<file path="config.mk">
export PLATFORM = sky130hd
export DESIGN_NAME = spce_front
export DESIGN_NICKNAME = d
export VERILOG_FILES = /design/src/rtl/spce_pkg.sv /design/src/rtl/spce_front.sv
export SDC_FILE = /design/constraint.sdc
export NUM_CORES = 1
export LEC_CHECK = 0
export ABC_CLOCK_PERIOD_IN_PS = 3950
export BUFFER_PORTS_ARGS = -buffer_cell sky130_fd_sc_hd__buf_2
export CORE_ASPECT_RATIO = 0.5
export CORE_MARGIN = 3
export CORE_UTILIZATION = 30
export CTS_CLUSTER_SIZE = 20
export DETAILED_ROUTE_END_ITERATION = 10
export SLEW_MARGIN = 20
export SYNTH_ARGS = -nofsm -noshare
export SYNTH_HDL_FRONTEND = slang
export SYNTH_SLANG_ARGS = --single-unit
export TNS_END_PERCENT = 10
</file>
<file path="constraint.sdc">
create_clock -name clk -period 3.95 [get_ports clk]
set_clock_uncertainty 0.15 [all_clocks]
set_input_delay 0.5925 -clock clk [delete_from_list [all_inputs] [get_ports clk]]
set_output_delay 0.5925 -clock clk [all_outputs]
set_load 0.01 [all_outputs]
</file>
<file path="src/rtl/spce_pkg.sv">
// Shared types and constants for the shortest path cost engine.
// No dependencies; used by spce_front, spce_back and the top level.
package spce_pkg;

    localparam int COST_W = 22;
    localparam logic [COST_W-1:0] COST_MAX = {COST_W{1'b1}};

    localparam int NODE_W   = 5;
    localparam int WEIGHT_W = 8;
    localparam int STOP_W   = 10;
    localparam int TPU_W    = 8;

    localparam logic [STOP_W-1:0] STOP_PENALTY_RST  = 10'd120;
    localparam logic [TPU_W-1:0]  TIME_PER_UNIT_RST = 8'd40;

    // configuration register indexes
    localparam int CFG_IDX_W = 4;
    localparam logic [CFG_IDX_W-1:0] CFG_STOP_PENALTY  = 4'd0;
    localparam logic [CFG_IDX_W-1:0] CFG_TIME_PER_UNIT = 4'd1;

    // input kind codes
    localparam logic [1:0] KIND_ADD    = 2'd0;
    localparam logic [1:0] KIND_REMOVE = 2'd1;
    localparam logic [1:0] KIND_QUERY  = 2'd2;

    // classified operations
    localparam logic [2:0] OP_ADD     = 3'd0;
    localparam logic [2:0] OP_REMOVE  = 3'd1;
    localparam logic [2:0] OP_QUERY   = 3'd2;
    localparam logic [2:0] OP_IGNORE  = 3'd3;
    localparam logic [2:0] OP_NOROUTE = 3'd4;

    // result status codes
    localparam logic [1:0] STAT_DONE    = 2'd0;
    localparam logic [1:0] STAT_IGNORED = 2'd1;
    localparam logic [1:0] STAT_UNREACH = 2'd2;

    localparam int QDEPTH = 2;
    localparam int QPTR_W = 1;

    typedef struct packed {
        logic [2:0]          op;
        logic [NODE_W-1:0]   node_a;
        logic [NODE_W-1:0]   node_b;
        logic [WEIGHT_W-1:0] weight;
        logic                time_mode;
    } cmd_t;

endpackage

</file>
<file path="src/rtl/spce_front.sv">
// Front end: classifies accepted items and queues them for the back end.
// Depends on spce_pkg.
module spce_front #(
    parameter int NODE_COUNT = 32
) (
    input  logic                          clk,
    input  logic                          rst_n,
    input  logic                          in_valid,
    output logic                          in_stall,
    input  logic [1:0]                    kind,
    input  logic [spce_pkg::NODE_W-1:0]   node_a,
    input  logic [spce_pkg::NODE_W-1:0]   node_b,
    input  logic [spce_pkg::WEIGHT_W-1:0] weight,
    input  logic                          time_mode,
    input  logic                          clearing,
    output logic                          cmd_valid,
    output spce_pkg::cmd_t                cmd,
    input  logic                          cmd_pop
);

    localparam logic [8:0] NC9 = 9'(NODE_COUNT);

    spce_pkg::cmd_t                 new_cmd;
    spce_pkg::cmd_t                 q_mem [spce_pkg::QDEPTH];
    logic [spce_pkg::QPTR_W-1:0]    wr_ptr_reg;
    logic [spce_pkg::QPTR_W-1:0]    rd_ptr_reg;
    logic [spce_pkg::QPTR_W:0]      count_reg;
    logic                           nodes_ok;
    logic                           push;

    assign nodes_ok = ({4'b0000, node_a} < NC9) && ({4'b0000, node_b} < NC9);

    always_comb
    begin
        new_cmd.node_a    = node_a;
        new_cmd.node_b    = node_b;
        new_cmd.weight    = weight;
        new_cmd.time_mode = time_mode;
        case (kind)
            spce_pkg::KIND_ADD:    new_cmd.op = nodes_ok ? spce_pkg::OP_ADD : spce_pkg::OP_IGNORE;
            spce_pkg::KIND_REMOVE: new_cmd.op = nodes_ok ? spce_pkg::OP_REMOVE
                                                         : spce_pkg::OP_IGNORE;
            spce_pkg::KIND_QUERY:  new_cmd.op = nodes_ok ? spce_pkg::OP_QUERY
                                                         : spce_pkg::OP_NOROUTE;
            default:               new_cmd.op = spce_pkg::OP_IGNORE;
        endcase
    end

    assign in_stall  = clearing || (count_reg == (spce_pkg::QPTR_W+1)'(spce_pkg::QDEPTH));
    assign push      = in_valid && !in_stall;
    assign cmd_valid = (count_reg != '0);
    assign cmd       = q_mem[rd_ptr_reg];

    always_ff @(posedge clk)
    begin
        if (push)
        begin
            q_mem[wr_ptr_reg] <= new_cmd;
        end
    end

    always_ff @(posedge clk or negedge rst_n)
    begin
        if (!rst_n)
        begin
            wr_ptr_reg <= '0;
            rd_ptr_reg <= '0;
            count_reg  <= '0;
        end
        else
        begin
            if (push)
            begin
                wr_ptr_reg <= wr_ptr_reg + 1'b1;
            end
            if (cmd_pop)
            begin
                rd_ptr_reg <= rd_ptr_reg + 1'b1;
            end
            if (push && !cmd_pop)
            begin
                count_reg <= count_reg + 1'b1;
            end
            else if (cmd_pop && !push)
            begin
                count_reg <= count_reg - 1'b1;
            end
        end
    end

endmodule

</file>
==> results.md, run 1 <==
STA:
- The worst-case headroom to the max-slew limit is 30.4%.
- The final count of pins violating max slew is 0.
- The number of hold violations in the final report is 0.
- Setup violations remaining at the end of the flow were counted as 0.
- At the pin with the least slew margin, the transition time is 1.04 ns.
- Static timing analysis puts the maximum clock frequency at 443 MHz.
- Setup repair after global routing left no endpoint under its margin.
- The final clock period utilization by the worst path is 57.1%.
- Setup slack on the critical path of the routed design comes to 1.69 ns.
- After routing, the total negative slack on setup checks comes to 0 ns.
- The time the final worst path needs with I/O delays and setup is 2.26 ns.

Die:
- The die is 117 um wide.
- Measured along the y axis, the die boundary spans 61.3 um.
- The initial standard-cell utilization of the core is 32.3%.
- The region available for standard cell placement spans 5680 sq um.
- The floorplan has 19 rows.
- The die area is 7150 sq um.
- The number of I/O pins is 50.

Global route:
- The initial antenna violation count is 0.
- The maximum number of pins on one net before global-route repair is 22.
- Summed over all layers, the global routing overflow is 0.
- The first global-routing pass estimated 4370 um of wire.
- Global routing used 8.35% of the available tracks across all layers.
- The number of global-route vias before repair is 921.

Finish:
- The post-synthesis to final-layout area growth is 24.6%.
- The number of diodes is 0.
- The number of flip-flops in the largest register is 42.
- Of the cells placed in the final design, the portion with a size suffix greater than 1 is 54.6%.
- The count of cells in the finished layout, fillers not included, comes to 214.
- The final cell area excluding filler cells is 2280 sq um.
- The final-stage net count is 167.

Hold path:
- The class of the tightest hold or removal check is flop to flop.

Placed design:
- The placed instance count is 205.
- In this run the cell area measured after placement is 2140 sq um.
- The placer's final routability congestion estimate is 0.651.
- Before CTS, the worst setup slack after placement is 1.65 ns.
- Input and output buffers added on the ports amount to 48.

Routing:
- The wire length per cell after detailed routing is 13.0 um.
- After detailed routing, the number of remaining DRC violations is 0.
- The total number of vias is 894.
- Before antenna repair, the detailed router went through 2 iterations.
- In this run, the number of DRC markers left after iteration 0 of detailed routing was 26.
- The wire length reported by the detailed router is 2780 um.
- Once detail routing completed, the nets flagged for antenna violations numbered 0.
- After detailed routing, the number of vias per cell comes to 4.18.

CTS:
- The setup fix buffers added after clock tree synthesis is 0.
- The TritonCTS buffer count is 5.
- The clock sink count is 46.
- The clock latency on the worst-skew pair is 0.27 ns.
- Gates resized during post-CTS repair numbered 0.
- The clock input transition at the sequential cells of the worst setup and hold paths is 0.06 ns.
- The TritonCTS clock tree is yes.
- The number of buffers on the longest clock path is 2.
- The number of hold buffers added after CTS is 1.
- In this run the number of H-tree levels came out at 2.
- The master cell of the clock root buffer is sky130_fd_sc_hd__clkbuf_16.

Worst setup path:
- The class of the most critical setup path is flop to output port.
- At the worst endpoint, the required time is 3.21 ns.
- The element type at the critical path end is an output port.
- In this run the worst path has a maximum fanout of 21.
- Data arrives at the worst endpoint at 1.51 ns.
- The critical path startpoint category is a flop.

Synth:
- The sequential share of the synthesized area is 74.2%.
- The average instance in the mapped netlist occupies 20.8 sq um.
- The count of flip-flops with a built-in enable after synthesis is 42.
- The synthesized netlist net count is 115.
- The most frequently used flop master after synthesis is sky130_fd_sc_hd__edfxtp_1.
- The cell area after technology mapping is 1830 sq um.
- For this run, asynchronously set or reset flops after synthesis account for 8.70%.
- For this run, the number of Yosys warnings is 0.
- Counting flops and latches in the post-synthesis netlist gives 46.
- The count of unique library cells instantiated by Yosys is 19.
- Counting every instance in the synthesized netlist gives 88.

Power and ir drop:
- The worst voltage drop across the vdd grid is 0.000221 V.
- In this run the power density over the cells is 646 nW/um^2.
- For this design the static power due to leakage is 0.932 nW.

Run status:
- The run finished with clean final reports.

Run:
- The number of max-cap violations is 0.
-- cells by family (layout without fill, tap and decap cells) --
| kind of cell | Yosys count | in the layout | synth area share (%) |
|---|---|---|---|
| XOR/XNOR | 5 | 5 | 2.39 |
| other | 1 | 1 | 0.204 |
| AND/OR/NAND/NOR | 7 | 7 | 3.27 |
| buffers and inverters | 7 | 60 | 2.46 |
| multiplexers | 21 | 21 | 16.8 |
| adder cells (fa/ha/maj) | 1 | 1 | 0.682 |
| flip-flops | 46 | 46 | 74.2 |
-- cell usage in the layout (no fill, tap or decap) --
master,n
sky130_fd_sc_hd__nor2_1,1
sky130_fd_sc_hd__nor2_2,1
sky130_fd_sc_hd__inv_2,1
sky130_fd_sc_hd__xnor2_1,2
sky130_fd_sc_hd__inv_1,1
sky130_fd_sc_hd__and2_1,1
sky130_fd_sc_hd__ha_1,1
sky130_fd_sc_hd__xor2_1,3
sky130_fd_sc_hd__nand2b_4,1
sky130_fd_sc_hd__mux2_4,19
sky130_fd_sc_hd__dlygate4sd3_1,1
sky130_fd_sc_hd__clkinv_1,3
sky130_fd_sc_hd__mux2_1,2
sky130_fd_sc_hd__edfxtp_1,42
sky130_fd_sc_hd__nand2b_1,1
sky130_fd_sc_hd__clkbuf_16,5
sky130_fd_sc_hd__dfrtp_1,4
sky130_fd_sc_hd__nand3b_4,1
sky130_fd_sc_hd__buf_2,48
sky130_fd_sc_hd__buf_4,1
sky130_fd_sc_hd__conb_1,1
sky130_fd_sc_hd__or2_1,1
-- layout make-up --
| cell class | instances | area (sq um) |
|---|---|---|
| Clock buffer | 5 | 125 |
| Clock inverter | 3 | 11.3 |
| Fill cell | 531 | 3400 |
| Inverter | 2 | 7.51 |
| Multi-Input combinational cell | 35 | 430 |
| Sequential cell | 46 | 1360 |
| Tap cell | 73 | 91.3 |
| Timing Repair Buffer | 50 | 258 |
-- routing by layer --
layer | track usage [%] | part of all wire (%) | vias to the layer above
met5 | 0 | 0 | -
met2 | 14.9 | 55 | 15
met4 | 3.92 | 1.1 | 0
met3 | 3.83 | 5.3 | 4
met1 | 8.70 | 38 | 448
li1 | - | - | 427
-- path summary, 6_finish.rpt --
kind | startpoint | to | slack, ns | cells after the start
max in group asynchronous | rst_n | wr_ptr_reg | 3.03 | 2
min in group asynchronous | rst_n | count_reg[1] | 0.50 | 2
hold reg to reg | rd_ptr_reg | rd_ptr_reg | 0.32 | 1
setup reg to reg | count_reg[0] | q_mem[1][12] | 1.90 | 4
hold / removal | rd_ptr_reg | rd_ptr_reg | 0.32 | 1
setup / recovery | rd_ptr_reg | cmd[3] | 1.69 | 3
-- through the flow --
step	power (mW)	utilization, %	hold WS [ns]
after global placement	1.11	37.6	0.251
final	1.48	40.2	0.324
after global routing	1.56	40.2	0.348
after floorplan	0.989	-	0.147
after detailed placement	1.12	37.6	0.254
after CTS	1.49	40.2	0.324
-- worst max-delay path: stages, from the launching register on --
cell                      delay [ns]
sky130_fd_sc_hd__dfrtp_1        0.36
sky130_fd_sc_hd__buf_4          0.36
sky130_fd_sc_hd__mux2_1         0.37
sky130_fd_sc_hd__buf_2          0.14
-- power by group --
group	internal [mW]	switching [mW]
clock network	0.227	0.154
registers	0.616	0.0330
logic	0.236	0.210
total	1.08	0.396
-- Yosys cell counts (2+ instances only) --
library cell               count  area (sq um)
sky130_fd_sc_hd__buf_6         2          22.5
sky130_fd_sc_hd__clkbuf_1      2          7.51
sky130_fd_sc_hd__dfrtp_1       4           100
sky130_fd_sc_hd__edfxtp_1     42          1260
sky130_fd_sc_hd__mux2_1        2          22.5
sky130_fd_sc_hd__mux2_4       19           285
sky130_fd_sc_hd__nor2_1        2          7.51
sky130_fd_sc_hd__xnor2_1       2          17.5
sky130_fd_sc_hd__xor2_1        3          26.3
No activity file was read; power rests on OpenSTA's default activity.
==> inputs of run 2 (changes only) <==
--- a/config.mk
+++ b/config.mk
@@ -5,7 +5,7 @@
 export SDC_FILE = /design/constraint.sdc
 export NUM_CORES = 1
 export LEC_CHECK = 0
-export ABC_CLOCK_PERIOD_IN_PS = 3950
+export ABC_CLOCK_PERIOD_IN_PS = 2200
 export BUFFER_PORTS_ARGS = -buffer_cell sky130_fd_sc_hd__buf_2
 export CORE_ASPECT_RATIO = 0.5
 export CORE_MARGIN = 3
==> constraint.sdc (replaced) <==
create_clock -name clk -period 2.2 [get_ports clk]
set_clock_uncertainty 0.15 [all_clocks]
set_input_delay 0.33 -clock clk [delete_from_list [all_inputs] [get_ports clk]]
set_output_delay 0.33 -clock clk [all_outputs]
set_load 0.01 [all_outputs]
==> run 2 against run 1 <==
Effect of this change: sequential power is 80% higher; critical path depth stayed put; critical endpoint unchanged; power is 92% higher; sequential cell count stayed put; non-clock buffer count is 2 higher; critical path type unchanged; setup slack worse by 1.4 ns; hold slack worse by 0.24 ns; final area is 2.5% higher; first-iteration DRC count is 62% higher; combinational power is 88% higher.
==> results.md, run 2 (same netlist as run 1, synthesis figures left out) <==
STA:
- The final clock period utilization by the worst path is 84.5%.
- The final count of pins violating max slew is 0 (unchanged).
- The total of endpoints with negative setup slack in the final report is 0 (unchanged).
- The number of hold violations in the final report was 0 (unchanged).
- Setup repair after global routing missed its margin: false (unchanged).
- Timing would allow up to 538 MHz.
- The worst hold slack is 0.0846 ns (was 0.324 ns).
- The time the final worst path needs with I/O delays and setup is 1.86 ns.
- The summed negative setup slack over all endpoints came to 0 ns (unchanged).

Finish:
- The number of diodes is 0 (unchanged).
- The final-stage net count is 169 (was 167).
- The most common cell after layout, fill and taps aside is sky130_fd_sc_hd__buf_2 (unchanged).
- The number of flip-flops in the largest register is 42 (unchanged).
- Highest-count cells in the layout ignoring fill and taps: sky130_fd_sc_hd__buf_2, sky130_fd_sc_hd__edfxtp_1, sky130_fd_sc_hd__mux2_4, sky130_fd_sc_hd__clkbuf_16, sky130_fd_sc_hd__dfrtp_1 (unchanged).
- The utilization of the core after routing is 41.2% (was 40.2%).
- The fraction of final layout cells with drive strength greater than 1 was 56.6% (was 54.6%).
- The post-synthesis to final-layout area growth came to 27.7% (was 24.6%).
- The post-layout instance count excluding filler cells came to 216 (was 214).

CTS:
- The clock latency on the worst-skew pair was 0.28 ns (was 0.27 ns).
- The TritonCTS clock tree is yes (unchanged).
- The number of H-tree levels is 2 (unchanged).
- The clock input transition at the sequential cells of the worst setup and hold paths is 0.06 ns (about the same).
- The post-cts resize count is 0 (unchanged).
- The master cell of the clock root buffer is sky130_fd_sc_hd__clkbuf_16 (unchanged).
- The clock sink count is 46 (unchanged).
- The number of buffers on the longest clock path came to 2 (unchanged).
- The TritonCTS buffer count is 5 (unchanged).
- The number of hold buffers added after CTS is 1 (unchanged).
- The setup fix buffers added after clock tree synthesis is 0 (unchanged).

Worst setup path:
- The class of the most critical setup path is flop to output port (unchanged).
- The worst stage delay on the critical path was 0.40 ns (was 0.37 ns).
- The element type at the critical path end was an output port (unchanged).
- The worst-path maximum fanout is 21 (unchanged).
- The end point of the critical path is cmd[3] (unchanged).
- The reg-to-reg startpoint is count_reg[0] (unchanged).
- The critical path data arrival time is 1.38 ns (was 1.51 ns).
- The number of cells on the worst reg-to-reg path is 5 (was 4).
- The endpoint of the worst-slack reg-to-reg timing path was q_mem[1][15] (was q_mem[1][12]).
- Ordered cell list for the critical path: buf_12 > mux2_1 > buf_2 (was buf_4 > mux2_1 > buf_2).
- The critical path startpoint category is a flop (unchanged).
- The worst setup slack for register-to-register paths is 0.58 ns (was 1.90 ns).
- The required arrival time at the worst endpoint is 1.72 ns (was 3.21 ns).
- The first element of the critical path is rd_ptr_reg (unchanged).
- The critical-path cell with the highest stage delay is sky130_fd_sc_hd__dfrtp_1 (was sky130_fd_sc_hd__mux2_1).

Hold path:
- The class of the tightest hold or removal check was primary input to flop (was flop to flop).

Placed design:
- The number of port buffers came to 48 (unchanged).
- The placed instance count is 207 (was 205).
- The placer's final routability congestion estimate is 0.663 (was 0.651).

Global route:
- The maximum number of pins on one net before global-route repair is 22 (unchanged).
- The overall track demand over capacity in global routing is 8.39% (was 8.35%).
- The number of global-route vias before repair is 905 (was 921).
- The global route total overflow was 0 (unchanged).
- The initial antenna violation count is 0 (unchanged).
- The wire length of the first global-routing pass came to 4260 um (was 4370 um).

Power and ir drop:
- The power density of the placed cells is 1210 nW/um^2 (was 646 nW/um^2).
- The standby leakage power came to 0.958 nW (was 0.932 nW).
- The worst voltage drop across the vdd grid came to 0.000410 V (was 0.000221 V).

Run status:
- Result of the run: complete, no violations (unchanged).

Die:
- The die area came to 7150 sq um (unchanged).
- The width of the chip is 117 um (unchanged).
- The initial standard-cell utilization of the core is 32.3% (unchanged).
- The core area is 5680 sq um (unchanged).
- The number of I/O pins is 50 (unchanged).
- The total number of placement rows is 19 (unchanged).
- The floorplan die height was 61.3 um (unchanged).

Routing:
- The length of the first detailed-routing pass in iterations was 4 (was 2).
- The total number of vias is 895 (was 894).
- The wire length per cell after detailed routing is 12.9 um (was 13.0 um).
- The vias per cell is 4.14 (was 4.18).
- The count of nets left with antenna violations after detail routing came to 0 (unchanged).
- The number of remaining DRC errors is 0 (unchanged).
- The count of routing violations after the opening detailed-route iteration is 42 (was 26).
- The wire length reported by the detailed router was 2800 um (was 2780 um).

Run:
- The number of max-cap violations is 0 (unchanged).
run 2: changes by cell type in the layout (fill, tap and decap cells not counted):
cell                         previous run  this run
sky130_fd_sc_hd__buf_12                 0         1
sky130_fd_sc_hd__buf_4                  1         2
sky130_fd_sc_hd__bufinv_16              0         1
sky130_fd_sc_hd__clkbuf_1               0         1
sky130_fd_sc_hd__clkinv_1               3         0
sky130_fd_sc_hd__clkinvlp_4             0         1
run 2: layer usage:
| layer | global-route usage [%] | share of wire, % | wire length [um] | vias up |
|---|---|---|---|---|
| li1 | - | - | - | 433 |
| met1 | 8.94 | 38 | 1060 | 442 |
| met2 | 14.7 | 57 | 1590 | 17 |
| met3 | 3.83 | 4.3 | 120 | 3 |
| met4 | 3.92 | 0.72 | 20 | 0 |
| met5 | 0 | 0 | 0 | - |
run 2: where the power goes:
part / internal (mW) / leakage [nW] / switching [mW]
Sequential: 1.10 / 0.430 / 0.0668
Clock: 0.535 / 0.0771 / 0.285
Combinational: 0.454 / 0.451 / 0.381
run 2: stage by stage:
step / cell area (sq um) / setup WS [ns] / power (mW)
final: 2340 / 0.341 / 2.83
after global routing: 2340 / 0.257 / 2.97
after CTS: 2340 / 0.319 / 2.87
after detailed placement: 2170 / 0.563 / 2.05
after global placement: 2170 / 0.616 / 2.03
after floorplan: 1830 / 0.114 / 1.77
run 2: worst min path at each step:
stage	from	endpoint	slack, ns	depth (start not counted)
after CTS	node_b[0]	q_mem[1][9]	0.08	1
after floorplan	rst_n	count_reg[0]	-0.12	0
final	node_b[0]	q_mem[1][9]	0.08	1
after global placement	rst_n	rd_ptr_reg	-0.01	1
after detailed placement	rst_n	rd_ptr_reg	-0.009	1
after global routing	node_b[3]	q_mem[1][12]	0.08	1
run 2: final cells by class:
type,instances,area [sq um]
multi-input cells,35,430
inverters,2,7.51
well taps,73,91.3
repair buffers,52,285
clock inverters,2,37.5
clock buffers,6,129
flip-flops and latches,46,1360
fillers,505,3340
run 2: critical path: cells and delay by family, from the launching register on:
family	cells	cell delay, ns
buf+inv	2	0.36
flops	1	0.40
mux	1	0.33
==> inputs of run 3 (changes only) <==
--- a/config.mk
+++ b/config.mk
@@ -5,7 +5,7 @@
 export SDC_FILE = /design/constraint.sdc
 export NUM_CORES = 1
 export LEC_CHECK = 0
-export ABC_CLOCK_PERIOD_IN_PS = 2200
+export ABC_CLOCK_PERIOD_IN_PS = 1600
 export BUFFER_PORTS_ARGS = -buffer_cell sky130_fd_sc_hd__buf_2
 export CORE_ASPECT_RATIO = 0.5
 export CORE_MARGIN = 3
==> constraint.sdc (replaced) <==
create_clock -name clk -period 1.6 [get_ports clk]
set_clock_uncertainty 0.15 [all_clocks]
set_input_delay 0.24 -clock clk [delete_from_list [all_inputs] [get_ports clk]]
set_output_delay 0.24 -clock clk [all_outputs]
set_load 0.01 [all_outputs]
==> run 3 against run 2 <==
Effect of this change: the flow now finishes with violations (negative setup slack); via count increased by 9.1%; non-clock buffer count is 19 higher; critical endpoint is now cmd[10]; count of clock-buffer cells in the layout fell by 1; wire length grew 12%; global-route usage grew 0.55 points.
==> results.md, run 3 (same netlist as run 1, synthesis figures left out) <==
Hold path:
- The class of the tightest hold or removal check is primary input to flop (unchanged).
- The source of the worst hold timing path is time_mode (was node_b[0]).
- The worst min-delay path endpoint is q_mem[1][0] (was q_mem[1][9]).
- The number of cells on the worst hold path is 1 (unchanged).

Placed design:
- Detailed placement ended at an HPWL of 2010 um.
- The setup slack at placement was 0.0244 ns (was 0.563 ns).
- The placer's final routability congestion estimate is 0.664 (was 0.663).
- The number of port buffers came to 48 (unchanged).
- The area after detailed placement is 2200 sq um (was 2170 sq um).

Global route:
- The wire length of the first global-routing pass is 4770 um (was 4260 um).
- The overall track demand over capacity in global routing is 8.95% (was 8.39%).
- The maximum number of pins on one net before global-route repair is 22 (unchanged).
- The initial antenna violation count was 0 (unchanged).
- The global route total overflow is 0 (unchanged).
- The number of global-route vias before repair is 995 (was 905).

Worst setup path:
- The required arrival time at the worst endpoint was 1.21 ns (was 1.72 ns).
- Ordered cell list for the critical path: clkbuf_16 > mux2_4 > buf_6 (was buf_12 > mux2_1 > buf_2).
- The reg-to-reg startpoint is count_reg[0] (unchanged).
- The kind of cell adding the most delay to the critical path is flip-flops (unchanged).
- The worst setup slack for register-to-register paths is 0.05 ns (was 0.58 ns).
- The number of buffers and inverters on the critical path is 2 (unchanged).
- The element type at the critical path end is an output port (unchanged).
- The class of the most critical setup path is flop to output port (unchanged).
- The critical path data arrival time is 1.34 ns (was 1.38 ns).
- The number of cells on the worst reg-to-reg path is 7 (was 5).
- The critical-path cell with the highest stage delay is sky130_fd_sc_hd__dfrtp_2 (was sky130_fd_sc_hd__dfrtp_1).
- The worst stage delay on the critical path is 0.45 ns (was 0.40 ns).
- The count of cell instances traversed by the critical path is 3 (unchanged).
- The endpoint of the worst-slack reg-to-reg timing path is count_reg[1] (was q_mem[1][15]).
- The worst-path maximum fanout was 8 (was 21).
- The critical path startpoint category is a flop (unchanged).

CTS:
- The TritonCTS clock tree is yes (unchanged).
- The number of H-tree levels is 2 (unchanged).
- The master cell of the clock root buffer is sky130_fd_sc_hd__clkbuf_16 (unchanged).
- The clock sink count is 46 (unchanged).
- The TritonCTS buffer count came to 5 (unchanged).
- The clock input transition at the sequential cells of the worst setup and hold paths is 0.06 ns (about the same).
- The number of buffers on the longest clock path is 2 (unchanged).
- The clock latency on the worst-skew pair is 0.28 ns (about the same).

Finish:
- The sequential standard cell area is 1360 sq um (about the same).
- The count of fill cells added during filler insertion is 496 (was 505).
- The fraction of final layout cells with drive strength greater than 1 is 54.9% (was 56.6%).
- The number of flip-flops in the largest register is 42 (unchanged).
- The most common cell after layout, fill and taps aside is sky130_fd_sc_hd__edfxtp_1 (was sky130_fd_sc_hd__buf_2).
- The final-stage net count came to 188 (was 169).
- The post-synthesis to final-layout area growth is 46.9% (was 27.7%).
- Highest-count cells in the layout ignoring fill and taps: sky130_fd_sc_hd__edfxtp_1, sky130_fd_sc_hd__buf_2, sky130_fd_sc_hd__buf_6, sky130_fd_sc_hd__mux2_4, sky130_fd_sc_hd__dlygate4sd3_1 (was sky130_fd_sc_hd__buf_2, sky130_fd_sc_hd__edfxtp_1, sky130_fd_sc_hd__mux2_4, sky130_fd_sc_hd__clkbuf_16, sky130_fd_sc_hd__dfrtp_1).
- The final cell area excluding filler cells was 2690 sq um (was 2340 sq um).
- The multi-input logic area is 444 sq um (was 430 sq um).
- The number of diodes came to 0 (unchanged).
- The utilization of the core after routing was 47.4% (was 41.2%).

STA:
- The final clock period utilization by the worst path is 108%.
- The number of hold violations in the final report is 0 (unchanged).
- The final count of pins violating max slew is 0 (unchanged).
- For the finished layout, the period the worst path requires is 1.73 ns.
- The total of endpoints with negative setup slack in the final report is 21 (was 0).
- The highest clock frequency the design can meet is 577 MHz.
- The post-route worst setup slack is -0.133 ns (was 0.341 ns).
- Setup repair after global routing missed its margin: true (was false).

Routing:
- The wire length per cell after detailed routing came to 13.4 um (was 12.9 um).
- The length of the first detailed-routing pass in iterations is 4 (unchanged).
- The wire length reported by the detailed router was 3140 um (was 2800 um).
- The vias per cell is 4.15 (was 4.14).
- The count of nets left with antenna violations after detail routing is 0 (unchanged).
- The count of routing violations after the opening detailed-route iteration was 32 (was 42).
- The total number of vias is 976 (was 895).
- The number of remaining DRC errors is 0 (unchanged).

Power and ir drop:
- The power density of the placed cells is 1550 nW/um^2 (was 1210 nW/um^2).
- The worst voltage drop across the vdd grid was 0.000537 V (was 0.000410 V).
- The standby leakage power is 1.10 nW (was 0.958 nW).
- The total power is 4.19 mW (was 2.83 mW).

Die:
- The initial standard-cell utilization of the core is 32.3% (unchanged).
- The total number of placement rows is 19 (unchanged).
- The die area came to 7150 sq um (unchanged).
- The floorplan die height is 61.3 um (unchanged).
- The width of the chip is 117 um (unchanged).
- The core area came to 5680 sq um (unchanged).
- The number of I/O pins came to 50 (unchanged).

Run status:
- Result of the run: complete, but fails checks (was complete, no violations).
- The checks that failed: negative setup slack.

Run:
- The number of max-cap violations is 0 (unchanged).
-- run 3: cell count changes in the layout (fill, tap and decap cells not counted), sizes merged --
cell         previous run  this run
buf                    51        53
dlygate4sd3             1        17
clkinv                  0         2
bufinv                  1         0
-- run 3: layer usage --
layer	global-route usage, %	wire length [um]
met1	10.2	1270
met2	15.3	1650
met3	3.93	181
met4	3.43	34
met5	0	0
-- run 3: worst max path at each step --
stage                   endpoint  slack, ns    startpoint
floorplan            q_mem[1][0]       0.05  count_reg[0]
global placement     q_mem[1][1]       0.10  count_reg[0]
detailed placement  count_reg[1]       0.02  count_reg[0]
CTS                       cmd[4]      -0.14    rd_ptr_reg
global route             cmd[20]      -0.17    rd_ptr_reg
finish                   cmd[10]      -0.13    rd_ptr_reg
-- run 3: report_power, final --
part	leakage (nW)	switching, mW	internal [mW]
clock network	0.0672	0.387	0.569
logic	0.601	0.599	0.999
registers	0.428	0.112	1.52
total	1.10	1.10	3.09
-- run 3: cell type report --
type                       instances  share of cell area [%]
clock inverter                     3                   0.604
inverter                           2                   0.279
multi-input combinational         35                    16.5
timing repair buffer              71                    24.0
tap                               73                    3.39
clock buffer                       5                    4.64
sequential                        46                    50.6
-- run 3: worst register-to-register path: cells and delay by family (launching register included) --
kind / cells / cell delay [ns]
flip-flops: 1 / 0.43
XOR/XNOR: 2 / 0.29
adder cells (fa/ha/maj): 1 / 0.18
buffers and inverters: 1 / 0.04
AND/OR/NAND/NOR: 3 / 0.37
-- run 3: metrics by stage --
stage / hold WS (ns) / std cells / setup TNS [ns]
6_report: 0.00301 / 235 / -2.38
4_1_cts: 0.000488 / 229 / -2.34
3_3_place_gp: -0.0933 / 208 / 0
5_1_grt: -0.00180 / 235 / -3.18
2_1_floorplan: -0.206 / 88 / 0
3_5_place_dp: -0.0935 / 208 / 0
-- run 3: repair_timing --
| action | in CTS | in global routing |
|---|---|---|
| gates cloned | 0 | 1 |
| hold buffers | 13 | 4 |
| endpoints found under the hold margin | 28 | 8 |
| buffers inserted | 0 | 1 |
| gates resized for setup | 15 | 12 |
| setup endpoints to repair | 21 | 43 |
